$ cat src/design/cstw_pkg.sv
// ----------------------------------------------------------------------------
// cstw_pkg
// Types, codes and constants shared by the timed-wait semaphore block.
// ----------------------------------------------------------------------------
package cstw_pkg;

   localparam int WAITERS_DEFAULT = 16;
   localparam logic signed [15:0] COUNT_MAX = 16'sd32767;

   localparam logic [1:0] OP_WAIT   = 2'd0;
   localparam logic [1:0] OP_SIGNAL = 2'd1;
   localparam logic [1:0] OP_TICK   = 2'd2;

   localparam logic [1:0] ST_GRANTED = 2'd0;
   localparam logic [1:0] ST_SIGNAL  = 2'd1;
   localparam logic [1:0] ST_TIMEOUT = 2'd2;
   localparam logic [1:0] ST_REJECT  = 2'd3;

   typedef enum logic [1:0] {
      ALU_PASS,
      ALU_DEC,
      ALU_INC_SAT
   } alu_op_type;

   typedef struct packed {
      logic [1:0]  opcode;
      logic [7:0]  thread_id;
      logic [15:0] wait_limit;
   } req_type;

   typedef struct packed {
      logic [7:0]         released_thread;
      logic [1:0]         status;
      logic signed [15:0] count_now;
      logic               last;
   } rsp_type;

   typedef struct packed {
      logic [7:0]  thread;
      logic [15:0] ticks;
   } entry_type;

endpackage

$ cat src/design/cstw_stream_if.sv
// ----------------------------------------------------------------------------
// cstw_stream_if
// Valid/ready channel carrying one payload of a chosen type.
// ----------------------------------------------------------------------------
interface cstw_stream_if #(
   parameter type data_type = logic
) ();

   logic     valid;
   logic     ready;
   data_type data;

   modport source (output valid, output data, input ready);
   modport sink   (input valid, input data, output ready);

endinterface

$ cat src/design/counting_semaphore_timed_wait.sv
// ----------------------------------------------------------------------------
// counting_semaphore_timed_wait
// Counting semaphore with a FIFO of blocked threads and per-waiter timeouts.
//
// Channels: req_if takes wait, signal and tick transactions; rsp_if returns
// grant, release, timeout and reject transactions, with last set on the
// final one caused by a request; csr_if loads the initial count, which
// re-creates the semaphore and drops all queued waiters.
// Sequencing: one request at a time under a small sequencer. A wait grants,
// queues or rejects; a signal reads the head waiter when one is due. A tick
// walks the waiter table through the waiter RAM, one read per queued waiter,
// an extra step per timeout, and a final step that sets the waiter total.
// The request channel is ready only while the sequencer is idle.
// Reset: the count and waiter total clear to zero; no clearing pass runs.
// Stall: results sit in an output register; a request is still taken while
// a result waits, and the sequencer holds whenever it has a further result
// and the output register is still occupied.
// ----------------------------------------------------------------------------
module counting_semaphore_timed_wait #(
   parameter int WAITERS = cstw_pkg::WAITERS_DEFAULT
) (
   input logic                 clock,
   input logic                 reset,
   cstw_stream_if.sink         req_if,
   cstw_stream_if.source       rsp_if,
   cstw_stream_if.sink         csr_if
);
   import cstw_pkg::*;

   localparam int IDX_W = (WAITERS > 1) ? $clog2(WAITERS) : 1;
   localparam int CNT_W = $clog2(WAITERS + 1);

   typedef enum logic [3:0] {
      S_IDLE,
      S_WAIT,
      S_INC,
      S_SIG_RD,
      S_SIG_OUT,
      S_TK_RD,
      S_TK_EVAL,
      S_TK_EXP,
      S_TK_END
   } state_type;

   state_type          state_ff;
   logic signed [15:0] count_ff;
   logic [CNT_W-1:0]   total_ff;
   logic [IDX_W-1:0]   head_ff;
   logic [IDX_W-1:0]   k_ff;
   logic [CNT_W-1:0]   w_ff;
   logic [IDX_W-1:0]   rd_addr_ff;
   req_type            req_ff;
   logic               rsp_valid_ff;
   rsp_type            rsp_data_ff;
   logic               pend_valid_ff;
   rsp_type            pend_ff;

   alu_op_type         alu_op;
   logic [15:0]        alu_operand;
   logic [15:0]        alu_result;
   logic               alu_zero;

   logic               ram_we;
   logic [IDX_W-1:0]   ram_waddr;
   entry_type          ram_wdata;
   entry_type          ram_rdata;

   logic               out_free;
   logic               scan_done;
   logic               expired;

   function automatic logic [IDX_W-1:0] wrap_add(input logic [IDX_W-1:0] base,
                                                 input logic [CNT_W-1:0] off);
      logic [CNT_W:0] sum;
      sum = (CNT_W+1)'(base) + (CNT_W+1)'(off);
      if (sum >= (CNT_W+1)'(WAITERS)) begin
         sum = sum - (CNT_W+1)'(WAITERS);
      end
      return sum[IDX_W-1:0];
   endfunction

   cstw_alu u_alu (
      .op      (alu_op),
      .operand (alu_operand),
      .result  (alu_result),
      .zero    (alu_zero)
   );

   cstw_waiter_ram #(
      .DEPTH (WAITERS)
   ) u_ram (
      .clock   (clock),
      .wr_en   (ram_we),
      .wr_addr (ram_waddr),
      .wr_data (ram_wdata),
      .rd_addr (rd_addr_ff),
      .rd_data (ram_rdata)
   );

   assign out_free  = !rsp_valid_ff || rsp_if.ready;
   assign scan_done = (CNT_W'(k_ff) + CNT_W'(1)) == total_ff;
   assign expired   = (ram_rdata.ticks != 16'd0) && alu_zero;

   assign req_if.ready = (state_ff == S_IDLE);
   assign csr_if.ready = 1'b1;
   assign rsp_if.valid = rsp_valid_ff;
   assign rsp_if.data  = rsp_data_ff;

   always_comb begin
      alu_op      = ALU_PASS;
      alu_operand = count_ff;
      ram_we      = 1'b0;
      ram_waddr   = wrap_add(head_ff, w_ff);
      ram_wdata   = '{thread: ram_rdata.thread, ticks: alu_result};
      case (state_ff)
         S_WAIT: begin
            alu_op    = ALU_DEC;
            ram_we    = (count_ff <= 16'sd0) && (total_ff != CNT_W'(WAITERS));
            ram_waddr = wrap_add(head_ff, total_ff);
            ram_wdata = '{thread: req_ff.thread_id, ticks: req_ff.wait_limit};
         end
         S_INC, S_SIG_OUT, S_TK_EXP: begin
            alu_op = ALU_INC_SAT;
         end
         S_TK_EVAL: begin
            alu_operand = ram_rdata.ticks;
            alu_op      = (ram_rdata.ticks != 16'd0) ? ALU_DEC : ALU_PASS;
            ram_we      = !expired;
         end
         default: begin
         end
      endcase
   end

   always_ff @(posedge clock) begin
      if (reset) begin
         state_ff      <= S_IDLE;
         count_ff      <= '0;
         total_ff      <= '0;
         head_ff       <= '0;
         k_ff          <= '0;
         w_ff          <= '0;
         rd_addr_ff    <= '0;
         rsp_valid_ff  <= 1'b0;
         pend_valid_ff <= 1'b0;
      end else begin
         if (rsp_valid_ff && rsp_if.ready) begin
            rsp_valid_ff <= 1'b0;
         end
         case (state_ff)
            S_IDLE: begin
               if (req_if.valid) begin
                  req_ff <= req_if.data;
                  case (req_if.data.opcode)
                     OP_WAIT: begin
                        state_ff <= S_WAIT;
                     end
                     OP_SIGNAL: begin
                        if ((count_ff < 16'sd0) && (total_ff != '0)) begin
                           rd_addr_ff <= head_ff;
                           state_ff   <= S_SIG_RD;
                        end else begin
                           state_ff <= S_INC;
                        end
                     end
                     OP_TICK: begin
                        if (total_ff != '0) begin
                           k_ff       <= '0;
                           w_ff       <= '0;
                           rd_addr_ff <= head_ff;
                           state_ff   <= S_TK_RD;
                        end
                     end
                     default: begin
                     end
                  endcase
               end
            end
            S_WAIT: begin
               if (count_ff > 16'sd0) begin
                  if (out_free) begin
                     count_ff     <= alu_result;
                     rsp_data_ff  <= '{released_thread: req_ff.thread_id,
                                      status: ST_GRANTED,
                                      count_now: alu_result, last: 1'b1};
                     rsp_valid_ff <= 1'b1;
                     state_ff     <= S_IDLE;
                  end
               end else if (total_ff == CNT_W'(WAITERS)) begin
                  if (out_free) begin
                     rsp_data_ff  <= '{released_thread: req_ff.thread_id,
                                      status: ST_REJECT,
                                      count_now: count_ff, last: 1'b1};
                     rsp_valid_ff <= 1'b1;
                     state_ff     <= S_IDLE;
                  end
               end else begin
                  count_ff <= alu_result;
                  total_ff <= total_ff + CNT_W'(1);
                  state_ff <= S_IDLE;
               end
            end
            S_INC: begin
               count_ff <= alu_result;
               state_ff <= S_IDLE;
            end
            S_SIG_RD: begin
               state_ff <= S_SIG_OUT;
            end
            S_SIG_OUT: begin
               if (out_free) begin
                  count_ff     <= alu_result;
                  rsp_data_ff  <= '{released_thread: ram_rdata.thread,
                                   status: ST_SIGNAL,
                                   count_now: alu_result, last: 1'b1};
                  rsp_valid_ff <= 1'b1;
                  head_ff      <= wrap_add(head_ff, CNT_W'(1));
                  total_ff     <= total_ff - CNT_W'(1);
                  state_ff     <= S_IDLE;
               end
            end
            S_TK_RD: begin
               state_ff <= S_TK_EVAL;
            end
            S_TK_EVAL: begin
               if (expired) begin
                  state_ff <= S_TK_EXP;
               end else begin
                  w_ff <= w_ff + CNT_W'(1);
                  if (scan_done) begin
                     state_ff <= S_TK_END;
                  end else begin
                     k_ff       <= k_ff + IDX_W'(1);
                     rd_addr_ff <= wrap_add(head_ff, CNT_W'(k_ff) + CNT_W'(1));
                     state_ff   <= S_TK_RD;
                  end
               end
            end
            S_TK_EXP: begin
               if (!pend_valid_ff || out_free) begin
                  if (pend_valid_ff) begin
                     rsp_data_ff  <= pend_ff;
                     rsp_valid_ff <= 1'b1;
                  end
                  count_ff      <= alu_result;
                  pend_ff       <= '{released_thread: ram_rdata.thread,
                                    status: ST_TIMEOUT,
                                    count_now: alu_result, last: 1'b0};
                  pend_valid_ff <= 1'b1;
                  if (scan_done) begin
                     state_ff <= S_TK_END;
                  end else begin
                     k_ff       <= k_ff + IDX_W'(1);
                     rd_addr_ff <= wrap_add(head_ff, CNT_W'(k_ff) + CNT_W'(1));
                     state_ff   <= S_TK_RD;
                  end
               end
            end
            S_TK_END: begin
               total_ff <= w_ff;
               if (pend_valid_ff) begin
                  if (out_free) begin
                     rsp_data_ff   <= '{released_thread: pend_ff.released_thread,
                                       status: pend_ff.status,
                                       count_now: pend_ff.count_now, last: 1'b1};
                     rsp_valid_ff  <= 1'b1;
                     pend_valid_ff <= 1'b0;
                     state_ff      <= S_IDLE;
                  end
               end else begin
                  state_ff <= S_IDLE;
               end
            end
            default: begin
               state_ff <= S_IDLE;
            end
         endcase
         if (csr_if.valid) begin
            count_ff <= $signed({1'b0, csr_if.data});
            total_ff <= '0;
            head_ff  <= '0;
         end
      end
   end

endmodule

$ cat src/design/cstw_alu.sv
// ----------------------------------------------------------------------------
// cstw_alu
// Shared 16-bit unit: decrement, saturating increment or pass, with zero flag.
// ----------------------------------------------------------------------------
module cstw_alu (
   input  cstw_pkg::alu_op_type op,
   input  logic [15:0]          operand,
   output logic [15:0]          result,
   output logic                 zero
);
   import cstw_pkg::*;

   always_comb begin
      case (op)
         ALU_DEC: begin
            result = operand - 16'd1;
         end
         ALU_INC_SAT: begin
            if ($signed(operand) >= COUNT_MAX) begin
               result = operand;
            end else begin
               result = operand + 16'd1;
            end
         end
         default: begin
            result = operand;
         end
      endcase
   end

   assign zero = (result == 16'd0);

endmodule

$ cat src/design/cstw_waiter_ram.sv
// ----------------------------------------------------------------------------
// cstw_waiter_ram
// Waiter table storage: one write port and one registered read port.
// ----------------------------------------------------------------------------
module cstw_waiter_ram #(
   parameter  int DEPTH  = cstw_pkg::WAITERS_DEFAULT,
   localparam int ADDR_W = (DEPTH > 1) ? $clog2(DEPTH) : 1
) (
   input  logic                clock,
   input  logic                wr_en,
   input  logic [ADDR_W-1:0]   wr_addr,
   input  cstw_pkg::entry_type wr_data,
   input  logic [ADDR_W-1:0]   rd_addr,
   output cstw_pkg::entry_type rd_data
);
   import cstw_pkg::*;

   entry_type mem_ff [DEPTH];
   entry_type rd_data_ff;

   always_ff @(posedge clock) begin
      if (wr_en) begin
         mem_ff[wr_addr] <= wr_data;
      end
      rd_data_ff <= mem_ff[rd_addr];
   end

   assign rd_data = rd_data_ff;

endmodule

$ cat src/flat_wrapper.sv
// flat-port wrapper written by rule: the top's interface ports become plain ports
module counting_semaphore_timed_wait_flat import cstw_pkg::*;
#(
   parameter int WAITERS = cstw_pkg::WAITERS_DEFAULT
)
  (clock, reset, req_if_valid, req_if_data, req_if_ready, rsp_if_valid, rsp_if_data, rsp_if_ready, csr_if_valid, csr_if_data, csr_if_ready);
  cstw_stream_if #(.data_type(req_type)) req_if_i ();
  cstw_stream_if #(.data_type(rsp_type)) rsp_if_i ();
  cstw_stream_if #(.data_type(logic [14:0])) csr_if_i ();
  input logic clock;
  input logic reset;
  input wire logic [$bits(req_if_i.valid)-1:0] req_if_valid;
  input wire logic [$bits(req_if_i.data)-1:0] req_if_data;
  output wire logic [$bits(req_if_i.ready)-1:0] req_if_ready;
  output wire logic [$bits(rsp_if_i.valid)-1:0] rsp_if_valid;
  output wire logic [$bits(rsp_if_i.data)-1:0] rsp_if_data;
  input wire logic [$bits(rsp_if_i.ready)-1:0] rsp_if_ready;
  input wire logic [$bits(csr_if_i.valid)-1:0] csr_if_valid;
  input wire logic [$bits(csr_if_i.data)-1:0] csr_if_data;
  output wire logic [$bits(csr_if_i.ready)-1:0] csr_if_ready;
  assign req_if_i.valid = req_if_valid;
  assign req_if_i.data = req_if_data;
  assign req_if_ready = req_if_i.ready;
  assign rsp_if_valid = rsp_if_i.valid;
  assign rsp_if_data = rsp_if_i.data;
  assign rsp_if_i.ready = rsp_if_ready;
  assign csr_if_i.valid = csr_if_valid;
  assign csr_if_i.data = csr_if_data;
  assign csr_if_ready = csr_if_i.ready;
  counting_semaphore_timed_wait #(.WAITERS(WAITERS)) u_core (.clock(clock), .reset(reset), .req_if(req_if_i), .rsp_if(rsp_if_i), .csr_if(csr_if_i));
endmodule
$ cat config.mk
export PLATFORM = sky130hd
export DESIGN_NAME = counting_semaphore_timed_wait_flat
export DESIGN_NICKNAME = d
export VERILOG_FILES = /design/src/design/cstw_pkg.sv /design/src/design/cstw_stream_if.sv /design/src/design/counting_semaphore_timed_wait.sv /design/src/design/cstw_alu.sv /design/src/design/cstw_waiter_ram.sv /design/src/flat_wrapper.sv
export SDC_FILE = /design/constraint.sdc
export NUM_CORES = 1
export LEC_CHECK = 0
export ABC_AREA = 1
export BUFFER_PORTS_ARGS = -buffer_cell sky130_fd_sc_hd__buf_2
export CAP_MARGIN = 20
export CORE_MARGIN = 2
export CORE_UTILIZATION = 55
export DETAILED_ROUTE_END_ITERATION = 10
export PLACE_DENSITY_LB_ADDON = 0.3
export SKIP_CTS_REPAIR_TIMING = 1
export SLEW_MARGIN = 15
export SYNTH_ARGS = -nofsm -noshare
export SYNTH_HDL_FRONTEND = slang
export SYNTH_SLANG_ARGS = --single-unit
$ cat constraint.sdc
create_clock -name clock -period 5.7 [get_ports clock]
set_input_delay 1.425 -clock clock [delete_from_list [all_inputs] [get_ports clock]]
set_output_delay 1.425 -clock clock [all_outputs]
set_load 0.02 [all_outputs]
# After elaboration in Yosys (flattened, before gate mapping)
# Memories as Yosys holds them, arrays and structs flattened. A register that Yosys moved wholly into a read port is not among the register bits.
# Index checks and enable logic that the tools add are counted.
# classes
n_bitwise	1
eq_ne	35
muxes	78
n_reduce_logical	35
n_addsub	15
order_cmp	8
# ops
op	n
27-bit 2-to-1 mux	9
27-bit case mux with 4 select lines	1
4-bit 2-to-1 mux	26
16-bit 2-to-1 mux	6
16-bit case mux with 4 select lines	1
4-bit case mux with 3 select lines	3
5-bit 2-to-1 mux	7
16-bit case mux with 2 select lines	1
4-bit case mux with 8 select lines	1
24-bit 2-to-1 mux	1
4-bit by 5-bit adder with 6-bit output	3
6-bit by 5-bit >= comparator with 1-bit output, second input constant	3
16-bit by 1-bit adder with 16-bit output, second input constant	1
4-bit by 3-bit equality test with 1-bit output, second input constant	4
16-bit >= comparator, second input constant	1
16-bit by 1-bit greater-than comparator with 1-bit output, second input constant	1
16-bit by 1-bit less-or-equal comparator with 1-bit output, second input constant	1
16-bit logical NOT	1
16-bit by 1-bit less-than comparator with 1-bit output, second input constant	1
2-bit by 1-bit inequality test with 1-bit output, second input constant	8
16-bit nonzero test	1
16-bit by 1-bit subtractor with 16-bit output, second input constant	1
4-bit by 1-bit subtractor with 4-bit output, second input constant	4
15-bit 2-to-1 mux	1
44 further kinds	85
# word_totals
mem_count	1
reg_bits	119
ram_bits	384
inputBits	46
out_inout_bits	30
# memory_table
name	depth	word_bits	read_ports	rd_clocked_by_memory_dff	write_ports	line_no	rtl
u_core.u_ram.mem_ff	16	24	1	1	1	cstw_waiter_ram.sv:18	entry_type mem_ff [DEPTH];

# Depth between registers and ports, before layout
# depth
ltp_word	11
depth_mapped	25

# Hierarchy
# A second synthesis with hierarchy kept.
# hier_totals
hier_cells	2686
area_unflattened_um2	24725.0
# by_module_without_submodules
mod	n_inst	cells_per_inst	area_each_um2
cstw_waiter_ram	1	1598	16951.3
counting_semaphore_timed_wait	1	773	6343.6
cstw_alu	1	315	1430.1

# Worst setup path after synthesis
# OpenSTA, ideal clock, no wires.
# synth_timing
path_type	reg-to-reg
start	reg u_core.state_ff[0]
end	mem u_core.u_ram.mem_ff[11][0] (netlist bit), enable pin
period_less_slack_ps	4620
path_stages_with_launch	22
path_buffers	0
t_arrival_ps	4184
path_slack_ps	1080
cell_sequence	dfxtp_1 inv_2 nor2_1 nand2_1 clkinv_1 a21oi_1 inv_1 ha_1 clkinv_1 nand2_1 clkinv_1 nand2_1 nand2_1 nand3_1 nor2_1 nand2_1 nor2_4 nand2_2 nand2_4 nand2_4 nand2_1 nor3_1
# synth_via
elab_chain_cells	11
# synth_rtl
item	line_no	rtl
start: declaration	counting_semaphore_timed_wait.sv:45	state_type state_ff;
start signal: assignment	counting_semaphore_timed_wait.sv:137	state_ff <= S_IDLE;
start signal: assignment	counting_semaphore_timed_wait.sv:156	state_ff <= S_WAIT;
start signal: assignment	counting_semaphore_timed_wait.sv:161	state_ff <= S_SIG_RD;
4-bit by 3-bit equality test with 1-bit output or 4-bit by 2-bit equality test with 1-bit output (tied branches)	counting_semaphore_timed_wait.sv:115	case (state_ff)
16-bit 2-to-1 mux or 3-bit OR reduction (tied branches)	counting_semaphore_timed_wait.sv:115	
16-bit by 1-bit adder with 16-bit output (tied with other cells)	cstw_alu.sv:22	result = operand + 16'd1;
16-bit 2-to-1 mux (tied with other cells)	cstw_alu.sv:19	if ($signed(operand) >= COUNT_MAX) begin
16-bit case mux with 2 select lines	cstw_alu.sv:14	case (op)
16-bit logical NOT	cstw_alu.sv:31	assign zero = (result == 16'd0);
1-bit logical AND	counting_semaphore_timed_wait.sv:102	assign expired = (ram_rdata.ticks != 16'd0) && alu_zero;
1-bit logical NOT	counting_semaphore_timed_wait.sv:128	ram_we = !expired;
1-bit case mux with 2 select lines	counting_semaphore_timed_wait.sv:115	
1-bit 2-to-1 mux	cstw_waiter_ram.sv:22	if (wr_en) begin
1-bit 2-to-1 mux (not written as such)	cstw_waiter_ram.sv:23	mem_ff[wr_addr] <= wr_data;
end: declaration	cstw_waiter_ram.sv:18	
# Several ways; a longest one is shown, not always the timed one.

# Worst setup path in the final report
# layout_timing
start	reg u_core.state_ff[0]
end	mem u_core.u_ram.mem_ff[4][11] (netlist bit), enable pin
# Same word-level chain as after synthesis.

==> reports/qor.yml <==
sta:
  post-route-period-util_pct: 81.8
  fin_skew_ns: 0.0343
  worst_pin_slew_ns: 0.890
  finalMaxSlewViolations: 0
  setup_viol: 0
  finalSetupTns_ns: 0
  period_minus_slack_ns: 4.66
  hold_violations: 0
  max_freq_ghz: 0.214
  max_slew_margin_pct: 40.5
  rsz0062_at_grt: "no"
floorplan:
  row_count: 75
  core_area_sq_um: 41800
  die-area_sq_um: 43800
  start_util_pct: 55.6
  die-width_um: 209
  pin_count: 76
  fp.dieH_um: 209
yosys:
  synth_edf_count: 459
  synth-seq-cells: 527
  syn_inst: 2137
  netlist_area_sq_um: 23200
  synth.yosys.warnings: 0
  ys_types: 49
  async_flop_share_pct: 0
  ys_seq_area_share_pct: 65.3
  avgSynthCellArea_sq_um: 10.9
  ys.flop_type: "edfxtp_1"
  synth_nets: 2205
clock_tree:
  root_buffer: "clkbuf_16"
  clk-insertion-delay-late_ns: 0.62
  numCtsBuffers: 53
  cts.reportedPaths.clkPinSlew_ns: 0.07
  htree_levels: 2
  cts_sinks: 527
  cts_buffer_depth: 3
  cts_tree: "done"
critical_path:
  worstPathMaxFanout: 26
  cp-start-kind: "flip-flop"
  critPathKind: "reg -> reg"
  endpoint_kind: "flip-flop"
  worst_ep_required_time_ns: 5.91
  cp.arrival_ns: 4.88
detailed_routing:
  vias: 17200
  drtIter0Drc: 2185
  viasPerCell: 6.18
  wl_mm: 63.0
  avgRoutedWirePerCell_um: 22.6
  drt_pre_antenna_iters: 5
  drc: 0
  drtAntennaViolNets: 0
layout:
  nets: 2273
  syn_to_final_growth_pct: 11.8
  antenna_cells: 0
  stdcell_area_sq_um: 25900
  drive_above_1_share_pct: 12.4
power_and_ir_drop:
  power.leakage_nw: 9.32
  sw_frac_of_total_pct: 28.7
  internal_power_mw: 6.68
  power-per-cell-area_nw_per_um2: 361
  seqPwrFrac_pct: 49.3
  power_frac_comb_pct: 16.0
  clkPwrFrac_pct: 34.7
  p_sw_mw: 2.68
  vdd_ir_drop_max_mv: 0.306
job:
  maxCapViolCount: 0
global_routing:
  grt_usage_pct: 28.7
  grt_pass1_vias: 16600
  grt.overflow.total: 0
  antenna_found_initial: 0
  grt_pass1_wl_mm: 95.8
  grt_max_degree: 86
place:
  dpl_cell_area_sq_um: 24300
  dp_hpwl_mm: 40.3
  gp_congestion: 0.969
  portBuffers: 74
hold_path:
  hp-class: "reg -> reg"
outcome:
  status: "complete, no violations"
==> synthesized netlist by cell type, drive strengths merged, types with 4 or more instances <==
master | count | area, sq um
ha | 19 | 238
nand3b | 4 | 46.3
clkbuf | 102 | 383
xor2 | 17 | 149
a22oi | 8 | 60.1
buf | 9 | 68.8
nor4 | 6 | 37.5
o22ai | 27 | 169
xnor2 | 4 | 35.0
clkinv | 11 | 41.3
nand2 | 365 | 1450
dfxtp | 68 | 1360
nand4 | 19 | 125
a21oi | 40 | 211
o211ai | 28 | 210
nor2 | 309 | 1250
edfxtp | 459 | 13800
o221ai | 98 | 858
inv | 137 | 514
o21ai | 261 | 1310
a211oi | 6 | 45.0
nand3 | 81 | 450
a31oi | 33 | 206
nor3 | 14 | 70.1
==> area by class of cell <==
type / count / area (sq um)
Fill cell: 3295 / 15800
Sequential cell: 527 / 15200
Multi-Input combinational cell: 1351 / 7170
Clock buffer: 65 / 1390
Timing Repair Buffer: 124 / 766
Tap cell: 539 / 674
Inverter: 148 / 559
Clock inverter: 33 / 216
==> metal layers <==
| layer | wire length (um) | part of all wire [%] | track usage, % | vias to the layer above |
|---|---|---|---|---|
| met5 | 0 | 0 | 0 | - |
| met4 | 1520 | 2.4 | 9.63 | 0 |
| met3 | 5610 | 8.9 | 4.85 | 111 |
| met2 | 29300 | 46 | 45.4 | 880 |
| met1 | 26600 | 42 | 40.6 | 8392 |
| li1 | - | - | - | 7831 |
==> power groups by stage <==
stage	Combinational [mW]	Clock (mW)	Sequential (mW)
floorplan	0.879	0	4.65
global placement	1.43	0	4.68
detailed placement	1.46	0	4.69
finish	1.50	3.25	4.61
CTS	1.46	3.28	4.61
global route	1.62	3.42	4.62
==> critical path, cell delays in order, from the launching register on <==
cell      delay, ns
dfxtp_1        0.41
inv_2          0.12
nor2_1         0.06
nand2_1        0.06
buf_4          0.26
clkinv_1       0.17
a21oi_1        0.23
ha_1           0.54
inv_1          0.23
a21oi_1        0.18
o21ai_1        0.09
nand2_1        0.06
nand2_1        0.22
nand2_1        0.19
nor2_2         0.08
nand2_2        0.14
nand2_4        0.11
nand2_4        0.15
nand3_2        0.23
nor2_4         0.72
==> metrics by stage <==
| stage | util, % | total power, mW | setup slack, ns | hold slack [ns] | std cells |
|---|---|---|---|---|---|
| 2_1_floorplan | - | 5.53 | 1.08 | 0.431 | 2137 |
| 3_3_place_gp | 58.2 | 6.12 | 1.19 | 0.448 | 2688 |
| 3_5_place_dp | 58.2 | 6.15 | 1.18 | 0.450 | 2688 |
| 4_1_cts | 62.0 | 9.35 | 1.09 | 0.464 | 2786 |
| 5_1_grt | 62.1 | 9.66 | 0.726 | 0.476 | 2787 |
| 6_report | 62.1 | 9.36 | 1.04 | 0.463 | 2787 |
==> layout by cell type, fill, tap and decap left out, types with 49 or more instances in the layout <==
cell,n
clkbuf_16,54
o221ai_1,98
buf_2,74
dfxtp_1,65
nand2_1,340
inv_1,128
buf_4,49
nor2_1,282
edfxtp_1,459
o21ai_0,257
nand3_1,75
==> path summary, 6_finish.rpt <==
kind                                    start                              endpoint  slack, ns  depth (start not counted)
max           u_core.state_ff[0]$_SDFFE_PP0P_  u_core.u_ram.mem_ff[4][11]$_DFFE_PP_       1.04                         19
min          u_core.u_ram.rd_data[23]$_DFF_P_          u_core.pend_ff[26]$_DFFE_PP_       0.46                          0
max reg2reg   u_core.state_ff[0]$_SDFFE_PP0P_  u_core.u_ram.mem_ff[4][11]$_DFFE_PP_       1.04                         19
min reg2reg  u_core.u_ram.rd_data[23]$_DFF_P_          u_core.pend_ff[26]$_DFFE_PP_       0.46                          0
==> logic make-up after synthesis <==
logic type	count (synthesis)	share of synthesized area, %
XOR/XNOR	21	0.793
AND/OR/NAND/NOR	799	14.8
adder cells (fa/ha/maj)	22	1.28
flip-flops	527	65.3
AO/OA/AOI/OAI	508	13.5
other	1	0.0162
buffers and inverters	259	4.34
==> sequential cells by signal (all words and copies together) (netlist names) <==
register / cells
u_core.count_ff: 16
u_core.w_ff: 5
u_core.total_ff: 5
u_core.pend_valid_ff: 1
u_core.head_ff: 4
u_core.rsp_if.valid: 1
u_core.k_ff: 4
u_core.u_ram.rd_data: 24
u_core.u_ram.mem_ff: 384
u_core.rd_addr_ff: 4
u_core.rsp_if.data: 27
u_core.state_ff: 4
u_core.pend_ff: 24
u_core.req_ff: 24
No activity file was read; power rests on OpenSTA's default activity.
